`src/rtl/core/base64_stream_codec_macros.svh`:
```
// Assertion macros shared by the Base64 stream codec.
`ifndef BASE64_STREAM_CODEC_MACROS_SVH
`define BASE64_STREAM_CODEC_MACROS_SVH

// Same-cycle implication, disabled while reset is asserted.
`define B64SC_ASSERT_IMP(label, clk, rst_n, ante, cons) \
	label: assert property (@(posedge clk) disable iff (!rst_n) (ante) |-> (cons)) \
	else $error("b64sc assertion failed");

// Next-cycle implication, disabled while reset is asserted.
`define B64SC_ASSERT_NXT(label, clk, rst_n, ante, cons) \
	label: assert property (@(posedge clk) disable iff (!rst_n) (ante) |=> (cons)) \
	else $error("b64sc assertion failed");

`endif

```
`src/rtl/core/b64sc_pkg.sv`:
```
// Types, constants and alphabet functions of the Base64 stream codec.
package b64sc_pkg;

	localparam int unsigned QUEUE_DEPTH = 2;
	localparam int unsigned ADDR_W      = 3;

	localparam logic        REG_MODE    = 1'b0;
	localparam logic        MODE_ENCODE = 1'b0;
	localparam logic        MODE_DECODE = 1'b1;

	localparam logic [7:0]  PAD_CHAR    = 8'h3D;
	localparam logic [7:0]  PLUS_CHAR   = 8'h2B;
	localparam logic [7:0]  SLASH_CHAR  = 8'h2F;
	localparam logic [6:0]  NO_CODE     = 7'd64;

	// One job: the results caused by one input item, emitted from byte 0 up.
	typedef struct packed {
		logic [3:0][7:0] bytes;
		logic [2:0]      cnt;
		logic            has_data;
		logic            last;
	} job_t;

	typedef struct packed {
		logic full;
		logic empty;
	} fifo_stat_t;

	function automatic logic [7:0] enc_char(input logic [5:0] v);
		logic [7:0] w;
		w = {2'b00, v};
		if (v < 6'd26)      return w + 8'h41;
		else if (v < 6'd52) return w + 8'h47;
		else if (v < 6'd62) return w - 8'h04;
		else if (v == 6'd62) return PLUS_CHAR;
		else                return SLASH_CHAR;
	endfunction

	function automatic logic [6:0] code_of(input logic [7:0] c);
		if (c >= 8'h41 && c <= 8'h5A)      return 7'(c - 8'h41);
		else if (c >= 8'h61 && c <= 8'h7A) return 7'(c - 8'h47);
		else if (c >= 8'h30 && c <= 8'h39) return 7'(c + 8'h04);
		else if (c == PLUS_CHAR)           return 7'd62;
		else if (c == SLASH_CHAR)          return 7'd63;
		else                               return NO_CODE;
	endfunction

endpackage

```
`src/rtl/core/base64_stream_codec.sv`:
```
// Top level of the streaming Base64 codec: register port, front, queue and back.
//
//   Channel   Direction  Handshake             Payload
//   input     in         in_valid / in_stall   data_byte, last_item
//   output    out        out_valid / out_stall out_byte, has_data, run_end, message_end
//   config    in         APB write/read        mode (address 0)
//
// An input item is accepted in every cycle while the job queue has room, so a
// message streams in at one item per cycle. Results leave at one per cycle while
// the output is not stalled, through the output register, so encoding sustains
// four characters for every three bytes; with the back end idle the first result
// of an item passes the job queue, the current-job register and the output register
// before it is presented. Reset clears the mode register, the group state, the
// queue and the output stage at once; there is no clearing pass. A stalled output
// holds its result while the queue absorbs further items until it fills.
`include "base64_stream_codec_macros.svh"

module base64_stream_codec #(
	parameter int unsigned QueueDepth = b64sc_pkg::QUEUE_DEPTH
) (
	input  logic                        clk,
	input  logic                        arst_n,
	input  logic                        psel,
	input  logic                        penable,
	input  logic                        pwrite,
	input  logic [b64sc_pkg::ADDR_W-1:0] paddr,
	input  logic [31:0]                 pwdata,
	output logic [31:0]                 prdata,
	output logic                        pready,
	input  logic                        in_valid,
	output logic                        in_stall,
	input  logic [7:0]                  data_byte,
	input  logic                        last_item,
	output logic                        out_valid,
	input  logic                        out_stall,
	output logic [7:0]                  out_byte,
	output logic                        has_data,
	output logic                        run_end,
	output logic                        message_end
);

	logic                  mode_q;
	logic                  cfg_wr;
	logic                  push;
	logic                  pop;
	b64sc_pkg::job_t       push_job;
	b64sc_pkg::job_t       pop_job;
	b64sc_pkg::fifo_stat_t q_stat;

	// The only register sits at index 0; bit 2 of the byte address selects the
	// register index, so writes with bit 2 set are dropped. Writing the mode also
	// aborts any message in progress by clearing the group state.
	assign pready = 1'b1;
	assign cfg_wr = psel && penable && pwrite && pready && (paddr[2] == b64sc_pkg::REG_MODE);
	assign prdata = (paddr[2] == b64sc_pkg::REG_MODE) ? {31'd0, mode_q} : 32'd0;

	always_ff @(posedge clk or negedge arst_n) begin
		if (!arst_n) begin
			mode_q <= b64sc_pkg::MODE_ENCODE;
		end else if (cfg_wr) begin
			mode_q <= pwdata[0];
		end
	end

	// The front end turns each accepted transfer into a job holding every result
	// that the item causes; items that complete nothing are not queued.
	b64sc_front u_front (
		.clk       (clk),
		.arst_n    (arst_n),
		.mode      (mode_q),
		.cfg_clear (cfg_wr),
		.in_valid  (in_valid),
		.data_byte (data_byte),
		.last_item (last_item),
		.q_stat    (q_stat),
		.in_stall  (in_stall),
		.push      (push),
		.job       (push_job)
	);

	b64sc_fifo #(
		.DEPTH (QueueDepth)
	) u_fifo (
		.clk       (clk),
		.arst_n    (arst_n),
		.push      (push),
		.push_data (push_job),
		.pop       (pop),
		.pop_data  (pop_job),
		.stat      (q_stat)
	);

	// The back end walks through a job one result per cycle unless the output stalls, and
	// marks the last result of the item, and of the message where the item was the last one.
	b64sc_back u_back (
		.clk         (clk),
		.arst_n      (arst_n),
		.pop_data    (pop_job),
		.q_stat      (q_stat),
		.pop         (pop),
		.out_valid   (out_valid),
		.out_stall   (out_stall),
		.out_byte    (out_byte),
		.has_data    (has_data),
		.run_end     (run_end),
		.message_end (message_end)
	);

	// A bare end marker closes both the item and the message and carries no byte.
	`B64SC_ASSERT_IMP(a_end_marker, clk, arst_n, out_valid && !has_data, run_end && message_end && out_byte == 8'h00)
	// The end of a message is always the end of the item that caused it.
	`B64SC_ASSERT_IMP(a_msg_end_run_end, clk, arst_n, out_valid && message_end, run_end)
	// A mode write lands in the register on the edge of its transfer.
	`B64SC_ASSERT_NXT(a_mode_written, clk, arst_n, cfg_wr, mode_q == $past(pwdata[0]))

endmodule

```
`src/rtl/core/b64sc_front.sv`:
```
// Front end: accepts items, keeps the group state and builds a job for each item that yields results.
module b64sc_front (
	input  logic                 clk,
	input  logic                 arst_n,
	input  logic                 mode,
	input  logic                 cfg_clear,
	input  logic                 in_valid,
	input  logic [7:0]           data_byte,
	input  logic                 last_item,
	input  b64sc_pkg::fifo_stat_t q_stat,
	output logic                 in_stall,
	output logic                 push,
	output b64sc_pkg::job_t      job
);

	logic [23:0] buf_q;
	logic [1:0]  cnt_q;
	logic        stop_q;

	logic [23:0] nxt_buf;
	logic [1:0]  nxt_cnt;
	logic        nxt_stop;
	logic [2:0]  n;
	logic [2:0]  cnt_e;
	logic [23:0] buf_e;
	logic [23:0] full_e;
	logic [23:0] dbuf;
	logic [1:0]  dcnt;
	logic [6:0]  code;
	logic        accept;

	assign in_stall = q_stat.full;
	assign accept   = in_valid && !q_stat.full;
	assign push     = accept && (n != 3'd0);

	always_comb begin
		nxt_buf  = buf_q;
		nxt_cnt  = cnt_q;
		nxt_stop = stop_q;
		n        = 3'd0;
		job      = '0;
		cnt_e    = {1'b0, cnt_q} + 3'd1;
		buf_e    = {buf_q[15:0], data_byte};
		full_e   = '0;
		dbuf     = buf_q;
		dcnt     = cnt_q;
		code     = b64sc_pkg::code_of(data_byte);
		if (mode == b64sc_pkg::MODE_ENCODE) begin
			if (cnt_e == 3'd3) begin
				job.bytes[0] = b64sc_pkg::enc_char(buf_e[23:18]);
				job.bytes[1] = b64sc_pkg::enc_char(buf_e[17:12]);
				job.bytes[2] = b64sc_pkg::enc_char(buf_e[11:6]);
				job.bytes[3] = b64sc_pkg::enc_char(buf_e[5:0]);
				n       = 3'd4;
				nxt_buf = '0;
				nxt_cnt = 2'd0;
			end else begin
				nxt_buf = buf_e;
				nxt_cnt = cnt_e[1:0];
				if (last_item) begin
					full_e = (cnt_e == 3'd1) ? {data_byte, 16'h0000} : {buf_e[15:0], 8'h00};
					job.bytes[0] = b64sc_pkg::enc_char(full_e[23:18]);
					job.bytes[1] = b64sc_pkg::enc_char(full_e[17:12]);
					job.bytes[2] = (cnt_e == 3'd2) ? b64sc_pkg::enc_char(full_e[11:6])
					                               : b64sc_pkg::PAD_CHAR;
					job.bytes[3] = b64sc_pkg::PAD_CHAR;
					n = 3'd4;
				end
			end
		end else begin
			if (!stop_q) begin
				if (code[6]) begin
					nxt_stop = 1'b1;
				end else begin
					dbuf = {buf_q[17:0], code[5:0]};
					if (cnt_q == 2'd3) begin
						job.bytes[0] = dbuf[23:16];
						job.bytes[1] = dbuf[15:8];
						job.bytes[2] = dbuf[7:0];
						n    = 3'd3;
						dbuf = '0;
						dcnt = 2'd0;
					end else begin
						dcnt = cnt_q + 2'd1;
					end
				end
			end
			nxt_buf = dbuf;
			nxt_cnt = dcnt;
			if (last_item && dcnt == 2'd2) begin
				job.bytes[0] = dbuf[11:4];
				n = 3'd1;
			end else if (last_item && dcnt == 2'd3) begin
				job.bytes[0] = dbuf[17:10];
				job.bytes[1] = dbuf[9:2];
				n = 3'd2;
			end
		end
		job.has_data = 1'b1;
		if (last_item && n == 3'd0) begin
			job.bytes    = '0;
			job.has_data = 1'b0;
			n            = 3'd1;
		end
		job.cnt  = n;
		job.last = last_item;
		if (last_item) begin
			nxt_buf  = '0;
			nxt_cnt  = 2'd0;
			nxt_stop = 1'b0;
		end
	end

	always_ff @(posedge clk or negedge arst_n) begin
		if (!arst_n) begin
			buf_q  <= '0;
			cnt_q  <= 2'd0;
			stop_q <= 1'b0;
		end else if (cfg_clear) begin
			buf_q  <= '0;
			cnt_q  <= 2'd0;
			stop_q <= 1'b0;
		end else if (accept) begin
			buf_q  <= nxt_buf;
			cnt_q  <= nxt_cnt;
			stop_q <= nxt_stop;
		end
	end

endmodule

```
`src/rtl/core/b64sc_fifo.sv`:
```
// Short job queue between the front and back ends.
module b64sc_fifo #(
	parameter int unsigned DEPTH = b64sc_pkg::QUEUE_DEPTH
) (
	input  logic                  clk,
	input  logic                  arst_n,
	input  logic                  push,
	input  b64sc_pkg::job_t       push_data,
	input  logic                  pop,
	output b64sc_pkg::job_t       pop_data,
	output b64sc_pkg::fifo_stat_t stat
);

	localparam int unsigned PtrW = (DEPTH > 1) ? $clog2(DEPTH) : 1;
	localparam int unsigned CntW = $clog2(DEPTH + 1);

	b64sc_pkg::job_t mem_q [DEPTH];
	logic [PtrW-1:0] wr_ptr_q;
	logic [PtrW-1:0] rd_ptr_q;
	logic [CntW-1:0] count_q;
	logic            do_push;
	logic            do_pop;

	assign stat.full  = (count_q == CntW'(DEPTH));
	assign stat.empty = (count_q == '0);
	assign do_push    = push && !stat.full;
	assign do_pop     = pop && !stat.empty;
	assign pop_data   = mem_q[rd_ptr_q];

	always_ff @(posedge clk) begin
		if (do_push) begin
			mem_q[wr_ptr_q] <= push_data;
		end
	end

	always_ff @(posedge clk or negedge arst_n) begin
		if (!arst_n) begin
			wr_ptr_q <= '0;
			rd_ptr_q <= '0;
			count_q  <= '0;
		end else begin
			if (do_push) begin
				wr_ptr_q <= (wr_ptr_q == PtrW'(DEPTH - 1)) ? '0 : wr_ptr_q + 1'b1;
			end
			if (do_pop) begin
				rd_ptr_q <= (rd_ptr_q == PtrW'(DEPTH - 1)) ? '0 : rd_ptr_q + 1'b1;
			end
			if (do_push && !do_pop) begin
				count_q <= count_q + 1'b1;
			end else if (do_pop && !do_push) begin
				count_q <= count_q - 1'b1;
			end
		end
	end

endmodule

```
`src/rtl/core/b64sc_back.sv`:
```
// Back end: unpacks queued jobs into single results behind an output register.
module b64sc_back (
	input  logic                  clk,
	input  logic                  arst_n,
	input  b64sc_pkg::job_t       pop_data,
	input  b64sc_pkg::fifo_stat_t q_stat,
	output logic                  pop,
	output logic                  out_valid,
	input  logic                  out_stall,
	output logic [7:0]            out_byte,
	output logic                  has_data,
	output logic                  run_end,
	output logic                  message_end
);

	b64sc_pkg::job_t cur_q;
	logic            cur_valid_q;
	logic [1:0]      idx_q;
	logic            slot_free;
	logic            emit;
	logic            final_res;
	logic            load;

	assign slot_free = !out_valid || !out_stall;
	assign emit      = cur_valid_q && slot_free;
	assign final_res = ({1'b0, idx_q} == (cur_q.cnt - 3'd1));
	assign load      = !cur_valid_q || (emit && final_res);
	assign pop       = load && !q_stat.empty;

	always_ff @(posedge clk) begin
		if (pop) begin
			cur_q <= pop_data;
		end
		if (emit) begin
			out_byte    <= cur_q.bytes[idx_q];
			has_data    <= cur_q.has_data;
			run_end     <= final_res;
			message_end <= final_res && cur_q.last;
		end
	end

	always_ff @(posedge clk or negedge arst_n) begin
		if (!arst_n) begin
			cur_valid_q <= 1'b0;
			idx_q       <= 2'd0;
			out_valid   <= 1'b0;
		end else begin
			if (load) begin
				cur_valid_q <= !q_stat.empty;
			end
			if (emit) begin
				idx_q <= final_res ? 2'd0 : idx_q + 2'd1;
			end
			if (emit) begin
				out_valid <= 1'b1;
			end else if (!out_stall) begin
				out_valid <= 1'b0;
			end
		end
	end

endmodule

```
`config.mk`:
```
export PLATFORM = sky130hd
export DESIGN_NAME = base64_stream_codec
export DESIGN_NICKNAME = d
export VERILOG_FILES = /design/src/rtl/core/b64sc_pkg.sv /design/src/rtl/core/base64_stream_codec.sv /design/src/rtl/core/b64sc_front.sv /design/src/rtl/core/b64sc_fifo.sv /design/src/rtl/core/b64sc_back.sv
export VERILOG_INCLUDE_DIRS = /design/src /design/src/rtl/core
export SDC_FILE = /design/constraint.sdc
export NUM_CORES = 1
export LEC_CHECK = 0
export ABC_AREA = 0
export BUFFER_PORTS_ARGS = -buffer_cell sky130_fd_sc_hd__buf_2
export CAP_MARGIN = 20
export CORE_AREA = 2 2 159 161
export DETAILED_ROUTE_END_ITERATION = 10
export DIE_AREA = 0 0 161 163
export GPL_TIMING_DRIVEN = 0
export HOLD_SLACK_MARGIN = 0.06
export PLACE_DENSITY = 0.71
export RECOVER_POWER = 25
export SYNTH_ARGS = -nofsm -noshare
export SYNTH_HDL_FRONTEND = slang
export SYNTH_SLANG_ARGS = --single-unit
export TNS_END_PERCENT = 1
```
`constraint.sdc`:
```
create_clock -name clk -period 4.6 [get_ports clk]
set_input_delay 0.92 -clock clk [delete_from_list [all_inputs] [get_ports clk]]
set_output_delay 0.92 -clock clk [all_outputs]
set_load 0.005 [all_outputs]
```
==> results.json, run 1 <==
{
  "outcome": "finished, violations left",
  "violations": "max-capacitance violations, max-slew violations",
  "syn_area_sq_um": 10380,
  "die_h_microns": 163,
  "grt_max_degree": 38,
  "ctsRootBufferMaster": "clkbuf_16",
  "slowest_stage": "o41ai_2",
  "first_pass_iters": 8,
  "maxSlewHeadroom_pct": -27.27,
  "synth_seq_area_share_pct": 42.54,
  "r2r-start": "u_front.cnt_q[0]",
  "first_global_vias": 8114,
  "clk_pin_slew_ns": 0.07,
  "synthTopCellsByArea": "edfxtp_1, dfrtp_1, ha_1",
  "num-nets-final": 1232,
  "synthArstFlopShare_pct": 19.74,
  "netlist.area_leader.share_pct": 35.31,
  "critPathKind": "in -> reg",
  "cp_cell_sequence": "buf_2, buf_6, clkbuf_2, inv_1, ha_1, a21oi_2, nor2_2, o21a_1, o41ai_2, o21a_4, buf_8, buf_8, a31oi_2, nor2_2, and2_4",
  "drc_errors": 0,
  "hp-class": "reg -> reg",
  "synth_flop_cell": "edfxtp_1",
  "netlist_top_cells_count": "edfxtp_1, nand2_1, a21oi_1, nor2_1, o21ai_0",
  "period_needed_ns": 4.405,
  "row_count": 58,
  "synth-seq-cells": 152,
  "finalSetupViolations": 0,
  "worstHoldStart": "u_back.cur_q[1]",
  "cts_buffers": 17,
  "whs_endpoint": "u_back.has_data",
  "ios": 97,
  "total_power_mw": 6.976,
  "cts_tree": "built",
  "wirelength_microns": 30210,
  "antenna_cells": 0,
  "drive_above_1_share_pct": 16.48,
  "fin_skew_ns": 0.01241,
  "rsz0062_at_grt": "no",
  "yosys_warnings": 0,
  "cts_buffer_depth": 2,
  "fp.dieW_microns": 161,
  "io_buffers": 30,
  "p_leak_nw": 4.425,
  "yosysTopAreaCell": "edfxtp_1",
  "r2r-end": "u_fifo.mem_q[0][7]",
  "cellPowerDensity_nw_per_um2": 594.8,
  "place_congestion": 0.9826,
  "hold_path_depth": 0,
  "insertion_delay_ns": 0.43,
  "synth.avg_cell_area_sq_um": 9.929,
  "clock-sinks": 152,
  "synth_edf_count": 122,
  "start_kind": "input pin",
  "cp.arrival_ns": 4.50,
  "min_period_over_period_pct": 95.76,
  "overflow": 0,
  "htreeDepth": 4,
  "synth_cells": 1045,
  "area_delta_synth_final_pct": 13.03,
  "postCtsHoldBufs": 0,
  "endpoint_kind": "flop",
  "grt_antenna_before_repair": 0,
  "placedCellCount": 1437,
  "peakVddDrop_v": 0.0002267,
  "dr_total_vias": 8699,
  "ant_nets": 0,
  "cpPeakStageDelay_ns": 0.53,
  "fin_cells": 1471,
  "max_freq_ghz": 0.2270,
  "r2r_slack_ns": 0.26,
  "drt_iter0_markers": 823,
  "grt_pass1_wl_microns": 46240,
  "start_util_pct": 42.05,
  "grtUsageTotal_pct": 22.93,
  "vias_per_cell": 5.914,
  "wire_per_inst_microns": 20.54,
  "dieArea_sq_um": 26240,
  "dp_hpwl_microns": 21950,
  "worst-endpoint-required_ns": 4.69,
  "r2r_cells": 15,
  "dp_slack_ns": -0.9533,
  "finalHoldViolations": 0,
  "maxCapViolations": 1,
  "cp_max_fo": 19,
  "core-area_sq_um": 24670,
  "ys_types": 86,
  "finalWorstSetupSlack_ns": 0.1950,
  "worstMarginPinSlew_ns": 1.909,
  "drv_slew": 31,
  "synth_most_common_cell": "edfxtp_1"
}
[repair_timing]
item / 4_1_cts / 5_1_grt
setup endpoints to repair: 76 / 46
endpoints found under the hold margin: 0 / 0
setup buffers: 1 / 0
pin swaps: 1 / 1
cloned: 0 / 1
resized for setup: 5 / 9
[state kept, by name (all words and copies together) (netlist names), 2 cells and up]
| register | cells |
|---|---|
| u_back.cur_q | 37 |
| u_front.cnt_q | 2 |
| u_front.buf_q | 18 |
| u_fifo.mem_q | 74 |
| u_back.idx_q | 2 |
| u_fifo.count_q | 2 |
| u_back.out_byte | 8 |
[through the flow]
stage               area, sq um  setup TNS [ns]  hold WS [ns]  utilization (%)
detailed placement        11110          -72.69        0.4378            45.02
global route              11730               0        0.4654            47.54
global placement          11060          -90.69        0.4088            44.84
CTS                       11710               0        0.4521            47.45
floorplan                 10500         -0.8607        0.4003                -
finish                    11730               0        0.4387            47.54
[area by class of cell]
class	instances	area, sq um
plain buffers	96	535.5
clock buffers	17	425.4
clock inverters	15	140.1
fillers	2338	12940
inverters	50	187.7
multi-input cells	778	5409
flip-flops and latches	152	4414
well taps	330	412.9
repair buffers	33	203.9
[power by group]
group          internal [mW]  switching, mW  leakage (nW)  total (mW)
clock network          0.757          0.590         0.280        1.35
registers               2.00          0.224          1.50        2.22
logic                   1.22           2.19          2.65        3.41
total                   3.97           3.00          4.43        6.98
[worst max-delay path, delay by kind of cell]
kind,cells,cell delay (ns)
adders and majority gates,1,0.26
and+or+nand+nor,3,0.76
AOI/OAI and AO/OA,5,1.40
buffers and inverters,6,1.12
[cells by family after synthesis]
logic type | synth area share (%)
xor+xnor | 2.617
compound gates | 19.02
fa+ha+maj | 6.391
mux | 8.923
buf+inv | 6.921
simple gates | 13.52
flops | 42.54
other cells | 0.07238
[cells in the final DEF (no fill, tap or decap), types with 32 or more instances in the layout]
cell / synthesis / final
edfxtp_1: 122 / 122
nand2_1: 86 / 86
a21oi_1: 76 / 76
nor2_1: 67 / 67
o21ai_0: 65 / 64
clkbuf_1: 50 / 53
ha_1: 53 / 53
inv_1: 48 / 48
mux2_2: 43 / 39
buf_4: 33 / 33
conb_1: 2 / 32
[worst max-delay path by stage]
stage | startpoint | to
finish | data_byte[2] | u_fifo.mem_q[1][25]
global route | data_byte[1] | u_fifo.count_q[1]
CTS | data_byte[3] | u_fifo.mem_q[1][27]
detailed placement | data_byte[1] | u_fifo.mem_q[1][31]
global placement | data_byte[1] | u_fifo.mem_q[0][31]
floorplan | data_byte[1] | u_fifo.mem_q[0][0]
[layer usage]
metal / global-route usage [%] / wire [microns] / vias to the layer above / part of all wire [%]
li1: - / - / 4007 / -
met1: 29.65 / 12540 / 4154 / 42
met2: 37.18 / 13870 / 461 / 46
met3: 5.730 / 2677 / 77 / 8.9
met4: 8.929 / 1127 / 0 / 3.7
met5: 0 / 0 / - / 0
Note: power is estimated with default switching activity, not from simulation.
==> run 2, diff against run 1 <==
--- a/config.mk
+++ b/config.mk
@@ -10,9 +10,10 @@
 export BUFFER_PORTS_ARGS = -buffer_cell sky130_fd_sc_hd__buf_2
 export CAP_MARGIN = 20
 export CORE_AREA = 2 2 159 161
+export CTS_BUF_LIST = sky130_fd_sc_hd__clkbuf_16
 export DETAILED_ROUTE_END_ITERATION = 10
 export DIE_AREA = 0 0 161 163
-export GPL_TIMING_DRIVEN = 0
+export GPL_TIMING_DRIVEN = 1
 export HOLD_SLACK_MARGIN = 0.06
 export PLACE_DENSITY = 0.71
 export RECOVER_POWER = 25
==> run 2 against run 1 <==
Effect of this change: the flow still finishes with violations (max-capacitance violations, max-slew violations); critical path depth fell by 3; fmax increased by 12%; clock skew grew 0.0046 ns; clock power down 10%; final area fell by 3.5%; sequential share of layout area rose by 1.4 points; sequential power rose by 7%; hold slack lost 0.016 ns; register-to-register slack improved by 0.70 ns; cell count fell by 4.5%; critical endpoint is now u_fifo.mem_q[1][17]; largest power group unchanged; highest routed layer unchanged.
==> results.json, run 2 (synthesis gave the netlist of run 1 again) <==
{
  "r2r-start": "u_front.cnt_q[1]",
  "drv_slew": 69,
  "hp-class": "reg -> reg",
  "die_h_microns": 163,
  "dp_hpwl_microns": 18940,
  "ios": 97,
  "clk_pin_slew_ns": 0.06,
  "ant_nets": 0,
  "finalHoldViolations": 0,
  "post_cts_buffers": 0,
  "finalSetupViolations": 0,
  "final_cell_mix": "edfxtp_1, nand2_1, a21oi_1",
  "cts-resized-gates": 0,
  "num-nets-final": 1166,
  "drive_above_1_share_pct": 15.63,
  "core-area_sq_um": 24670,
  "htreeDepth": 4,
  "hold_ws_ns": 0.4223,
  "worst-endpoint-required_ns": 4.75,
  "worstHoldStart": "u_back.cur_q[1]",
  "wl_met3_microns": 2075,
  "dieArea_sq_um": 26240,
  "max_freq_ghz": 0.2545,
  "regMostFlops": "u_fifo.mem_q",
  "slowest_stage": "a221oi_2",
  "drt_iter0_markers": 840,
  "cp_max_fo": 9,
  "fillers": 2338,
  "total_power_mw": 6.644,
  "whs_endpoint": "u_back.has_data",
  "first_global_vias": 7783,
  "wirelength_microns": 26830,
  "grt_antenna_before_repair": 0,
  "first_pass_iters": 5,
  "grt_pass1_wl_microns": 42530,
  "multi_input_area_sq_um": 5369,
  "cpPeakStageDelay_ns": 0.45,
  "tns_ns": 0,
  "maxCapViolations": 2,
  "dr_wl_met2_microns": 12770,
  "drt-met1-wl_microns": 11420,
  "maxSlewHeadroom_pct": -36.75,
  "cts_tree": "built",
  "vias_per_cell": 5.917,
  "overflow": 0,
  "clock-sinks": 152,
  "grtUsageTotal_pct": 20.63,
  "layout_commonest_cell": "edfxtp_1",
  "fin_util_pct": 45.88,
  "violations": "max-capacitance violations, max-slew violations",
  "finalWorstSetupSlack_ns": 0.6713,
  "largestRegisters": "u_fifo.mem_q x74, u_back.cur_q x37, u_front.buf_q x18",
  "insertion_delay_ns": 0.42,
  "min_period_over_period_pct": 85.41,
  "io_buffers": 31,
  "dp_slack_ns": 0.4148,
  "row_count": 58,
  "r2r_slack_ns": 0.96,
  "dr_total_vias": 8313,
  "area_delta_synth_final_pct": 9.092,
  "hold_path_depth": 0,
  "start_util_pct": 42.05,
  "ctsRootBufferMaster": "clkbuf_16",
  "period_needed_ns": 3.929,
  "outcome": "finished, violations left",
  "endpoint_kind": "flop",
  "drc_errors": 0,
  "p_leak_nw": 4.249,
  "rsz0062_at_grt": "no",
  "r2r-end": "u_fifo.mem_q[0][15]",
  "cellPowerDensity_nw_per_um2": 587.0,
  "place_congestion": 0.9900,
  "postCtsHoldBufs": 0,
  "critPathKind": "in -> reg",
  "fp.dieW_microns": 161,
  "wire_per_inst_microns": 19.10,
  "antenna_cells": 0,
  "cp.arrival_ns": 4.07,
  "fin_skew_ns": 0.01700,
  "cp_cell_sequence": "buf_2, inv_1, ha_1, nand2b_1, a22oi_1, nor2_1, a221oi_2, o21a_4, buf_4, mux2_4, o221a_1, a31oi_1",
  "register_area_sq_um": 4414,
  "cts_buffer_depth": 2,
  "start_kind": "input pin",
  "top_layer": "met4",
  "grt_max_degree": 41,
  "worstMarginPinSlew_ns": 2.051,
  "largest_reg_flops": 74,
  "cts_buffers": 17,
  "r2r_cells": 13,
  "peakVddDrop_v": 0.0003398
}
-- run 2: cell count changes in the layout (fill, tap and decap cells not counted), moves of 3 or more --
cell and change:
buf_8 -3, clkbuf_1 -50, clkbuf_2 -4, buf_4 -3, inv_6 -4
-- run 2: area by class of cell --
type | count | area share, %
clock inverter | 15 | 0.7848
sequential | 152 | 39.00
multi-input combinational | 777 | 47.43
clock buffer | 17 | 3.758
timing repair buffer | 64 | 3.725
tap | 330 | 3.648
inverter | 50 | 1.658
-- run 2: critical path, delay by kind of cell --
| kind | cells | cell delay [ns] |
|---|---|---|
| AOI/OAI and AO/OA | 5 | 1.71 |
| adders and majority gates | 1 | 0.33 |
| and+or+nand+nor | 2 | 0.35 |
| muxes | 1 | 0.34 |
| buffers and inverters | 3 | 0.42 |
-- run 2: how the worst max path moves through the flow --
stage	startpoint	endpoint	slack, ns	depth (start not counted)
2_1_floorplan	data_byte[1]	u_fifo.mem_q[0][0]	-0.02	13
3_3_place_gp	data_byte[0]	u_fifo.mem_q[1][15]	0.43	12
3_5_place_dp	data_byte[0]	u_fifo.mem_q[1][17]	0.41	12
4_1_cts	data_byte[0]	u_fifo.mem_q[1][17]	0.83	12
5_1_grt	data_byte[2]	u_fifo.mem_q[0][15]	0.58	12
6_report	data_byte[0]	u_fifo.mem_q[1][17]	0.67	12
-- run 2: layer usage --
layer / up-vias / global-route usage (%)
li1: 3863 / -
met1: 4007 / 27.98
met2: 390 / 34.59
met3: 53 / 3.361
met4: 0 / 5.276
met5: - / 0
-- run 2: where the power goes --
| part | internal (mW) | switching [mW] |
|---|---|---|
| clock | 0.678 | 0.536 |
| combinational | 1.20 | 1.86 |
| sequential | 1.99 | 0.379 |
| total | 3.87 | 2.77 |
-- run 2: metrics by stage --
stage	cell area [sq um]	instances
6_report	11320	1405
5_1_grt	11320	1405
4_1_cts	11330	1405
3_5_place_dp	10810	1373
3_3_place_gp	10810	1373
2_1_floorplan	10500	1075
==> run 3, diff against run 2 <==
--- a/config.mk
+++ b/config.mk
@@ -9,13 +9,15 @@
 export ABC_AREA = 0
 export BUFFER_PORTS_ARGS = -buffer_cell sky130_fd_sc_hd__buf_2
 export CAP_MARGIN = 20
+export CELL_PAD_IN_SITES_DETAIL_PLACEMENT = 0
+export CELL_PAD_IN_SITES_GLOBAL_PLACEMENT = 1
 export CORE_AREA = 2 2 159 161
 export CTS_BUF_LIST = sky130_fd_sc_hd__clkbuf_16
 export DETAILED_ROUTE_END_ITERATION = 10
 export DIE_AREA = 0 0 161 163
 export GPL_TIMING_DRIVEN = 1
 export HOLD_SLACK_MARGIN = 0.06
-export PLACE_DENSITY = 0.71
+export PLACE_DENSITY = 0.85
 export RECOVER_POWER = 25
 export SYNTH_ARGS = -nofsm -noshare
 export SYNTH_HDL_FRONTEND = slang
==> run 3 against run 2 <==
Effect of this change: the run still ends with max-capacitance violations, max-slew violations left; critical path type unchanged; largest cell class unchanged; non-clock buffer count up 1; utilization up 0.53 points; fmax down 1.1%; sequential power barely moved; total power grew 4.6%; die area did not move.
==> results.json, run 3 (synthesis gave the netlist of run 1 again) <==
{
  "outcome": "finished, violations left",
  "violations": "max-capacitance violations, max-slew violations",
  "period_needed_ns": 3.972,
  "vias_per_cell": 5.944,
  "maxSlewHeadroom_pct": -42.02,
  "tns_ns": 0,
  "cp_cell_sequence": "buf_2, ha_1, nor2b_1, a22oi_1, nor2_1, a221oi_2, o21a_4, buf_4, mux2i_4, o31ai_1, a31oi_1",
  "placedCellCount": 1374,
  "cpPeakStageDelay_ns": 0.50,
  "drv_slew": 70,
  "post_cts_buffers": 0,
  "min_period_over_period_pct": 86.34,
  "finalWorstSetupSlack_ns": 0.6282,
  "register_area_sq_um": 4414,
  "ctsRootBufferMaster": "clkbuf_16",
  "hold_path_depth": 0,
  "final_cell_mix": "edfxtp_1, nand2_1, a21oi_1",
  "p_leak_nw": 4.300,
  "first_pass_iters": 5,
  "critPathKind": "in -> reg",
  "start_util_pct": 42.05,
  "worst-endpoint-required_ns": 4.76,
  "fin_cells": 1406,
  "r2r-end": "u_fifo.mem_q[0][9]",
  "drive_above_1_share_pct": 15.99,
  "dp_hpwl_microns": 19390,
  "cp_max_fo": 12,
  "insertion_delay_ns": 0.43,
  "finalSetupViolations": 0,
  "place_congestion": 0.8967,
  "multi_input_area_sq_um": 5369,
  "grt_pass1_wl_microns": 44040,
  "ios": 97,
  "htreeDepth": 4,
  "grt_antenna_before_repair": 1,
  "worstHoldStart": "u_back.cur_q[1]",
  "row_count": 58,
  "cts_tree": "built",
  "maxCapViolations": 2,
  "cts_buffer_depth": 2,
  "layout_commonest_cell": "edfxtp_1",
  "io_buffers": 31,
  "slowest_stage": "ha_1",
  "peakVddDrop_v": 0.0003049,
  "postCtsHoldBufs": 0,
  "fillers": 2291,
  "fin_util_pct": 46.40,
  "start_kind": "input pin",
  "largestRegisters": "u_fifo.mem_q x74, u_back.cur_q x37, u_front.buf_q x18",
  "cellPowerDensity_nw_per_um2": 606.9,
  "wirelength_microns": 28000,
  "num-nets-final": 1167,
  "grt_max_degree": 41,
  "ant_nets": 0,
  "die_h_microns": 163,
  "drt_iter0_markers": 850,
  "clock-sinks": 152,
  "drc_errors": 0,
  "r2r-start": "u_front.cnt_q[1]",
  "regMostFlops": "u_fifo.mem_q",
  "hp-class": "reg -> reg",
  "worstMarginPinSlew_ns": 2.130,
  "cts_buffers": 17,
  "finalHoldViolations": 0,
  "dieArea_sq_um": 26240,
  "dr_total_vias": 8357,
  "clk_pin_slew_ns": 0.06,
  "max_freq_ghz": 0.2518,
  "cp.arrival_ns": 4.14,
  "wire_per_inst_microns": 19.92,
  "first_global_vias": 7911,
  "r2r_slack_ns": 0.72,
  "grtUsageTotal_pct": 21.69,
  "r2r_cells": 11,
  "endpoint_kind": "flop",
  "largest_reg_flops": 74,
  "dp_slack_ns": 0.2394,
  "area_delta_synth_final_pct": 10.35,
  "stdcell_area_sq_um": 11450,
  "antenna_cells": 0,
  "core-area_sq_um": 24670,
  "whs_endpoint": "u_back.has_data",
  "fp.dieW_microns": 161,
  "overflow": 0,
  "fin_skew_ns": 0.01389,
  "place_area_sq_um": 10830,
  "cts-resized-gates": 0,
  "rsz0062_at_grt": "no"
}
-- run 3: how the worst max path moves through the flow --
stage               slack (ns)    startpoint  cells past startpoint                 end
floorplan                -0.02  data_byte[1]                     13  u_fifo.mem_q[0][0]
global placement          0.38  data_byte[3]                     11  u_fifo.mem_q[1][8]
detailed placement        0.24  data_byte[3]                     11  u_fifo.mem_q[1][8]
CTS                       0.69  data_byte[3]                     11  u_fifo.mem_q[1][8]
global route              0.38  data_byte[3]                     11  u_fifo.mem_q[1][8]
finish                    0.63  data_byte[3]                     11  u_fifo.mem_q[1][8]
-- run 3: per-stage QoR --
stage	hold WS, ns	total power [mW]
3_3_place_gp	0.4073	5.351
2_1_floorplan	0.4003	4.507
3_5_place_dp	0.4207	5.412
5_1_grt	0.4471	7.377
4_1_cts	0.4354	6.907
6_report	0.4391	6.949
-- run 3: power by group --
group,internal (mW),switching (mW),total [mW]
combinational,1.22,1.89,3.12
clock,0.911,0.556,1.47
sequential,1.99,0.370,2.36
-- run 3: final cells by class --
type                    instances  area share (%)
well taps                     330           3.606
inverters                      50           1.639
clock buffers                  17           3.715
multi-input cells             777           46.89
repair buffers                 65           3.858
flip-flops and latches        152           38.55
clock inverters                15           1.738
-- run 3: worst max-delay path, delay by kind of cell --
| kind | cells | cell delay (ns) |
|---|---|---|
| mux | 1 | 0.38 |
| simple gates | 2 | 0.27 |
| compound gates | 5 | 1.67 |
| fa+ha+maj | 1 | 0.50 |
| buf+inv | 2 | 0.39 |
-- run 3: routing by layer --
metal | track usage, % | wire, microns | vias to the layer above
met2 | 35.41 | 13170 | 380
met4 | 7.021 | 554 | 0
met1 | 29.14 | 11910 | 4065
met5 | 0 | 0 | -
met3 | 4.253 | 2365 | 43
li1 | - | - | 3869
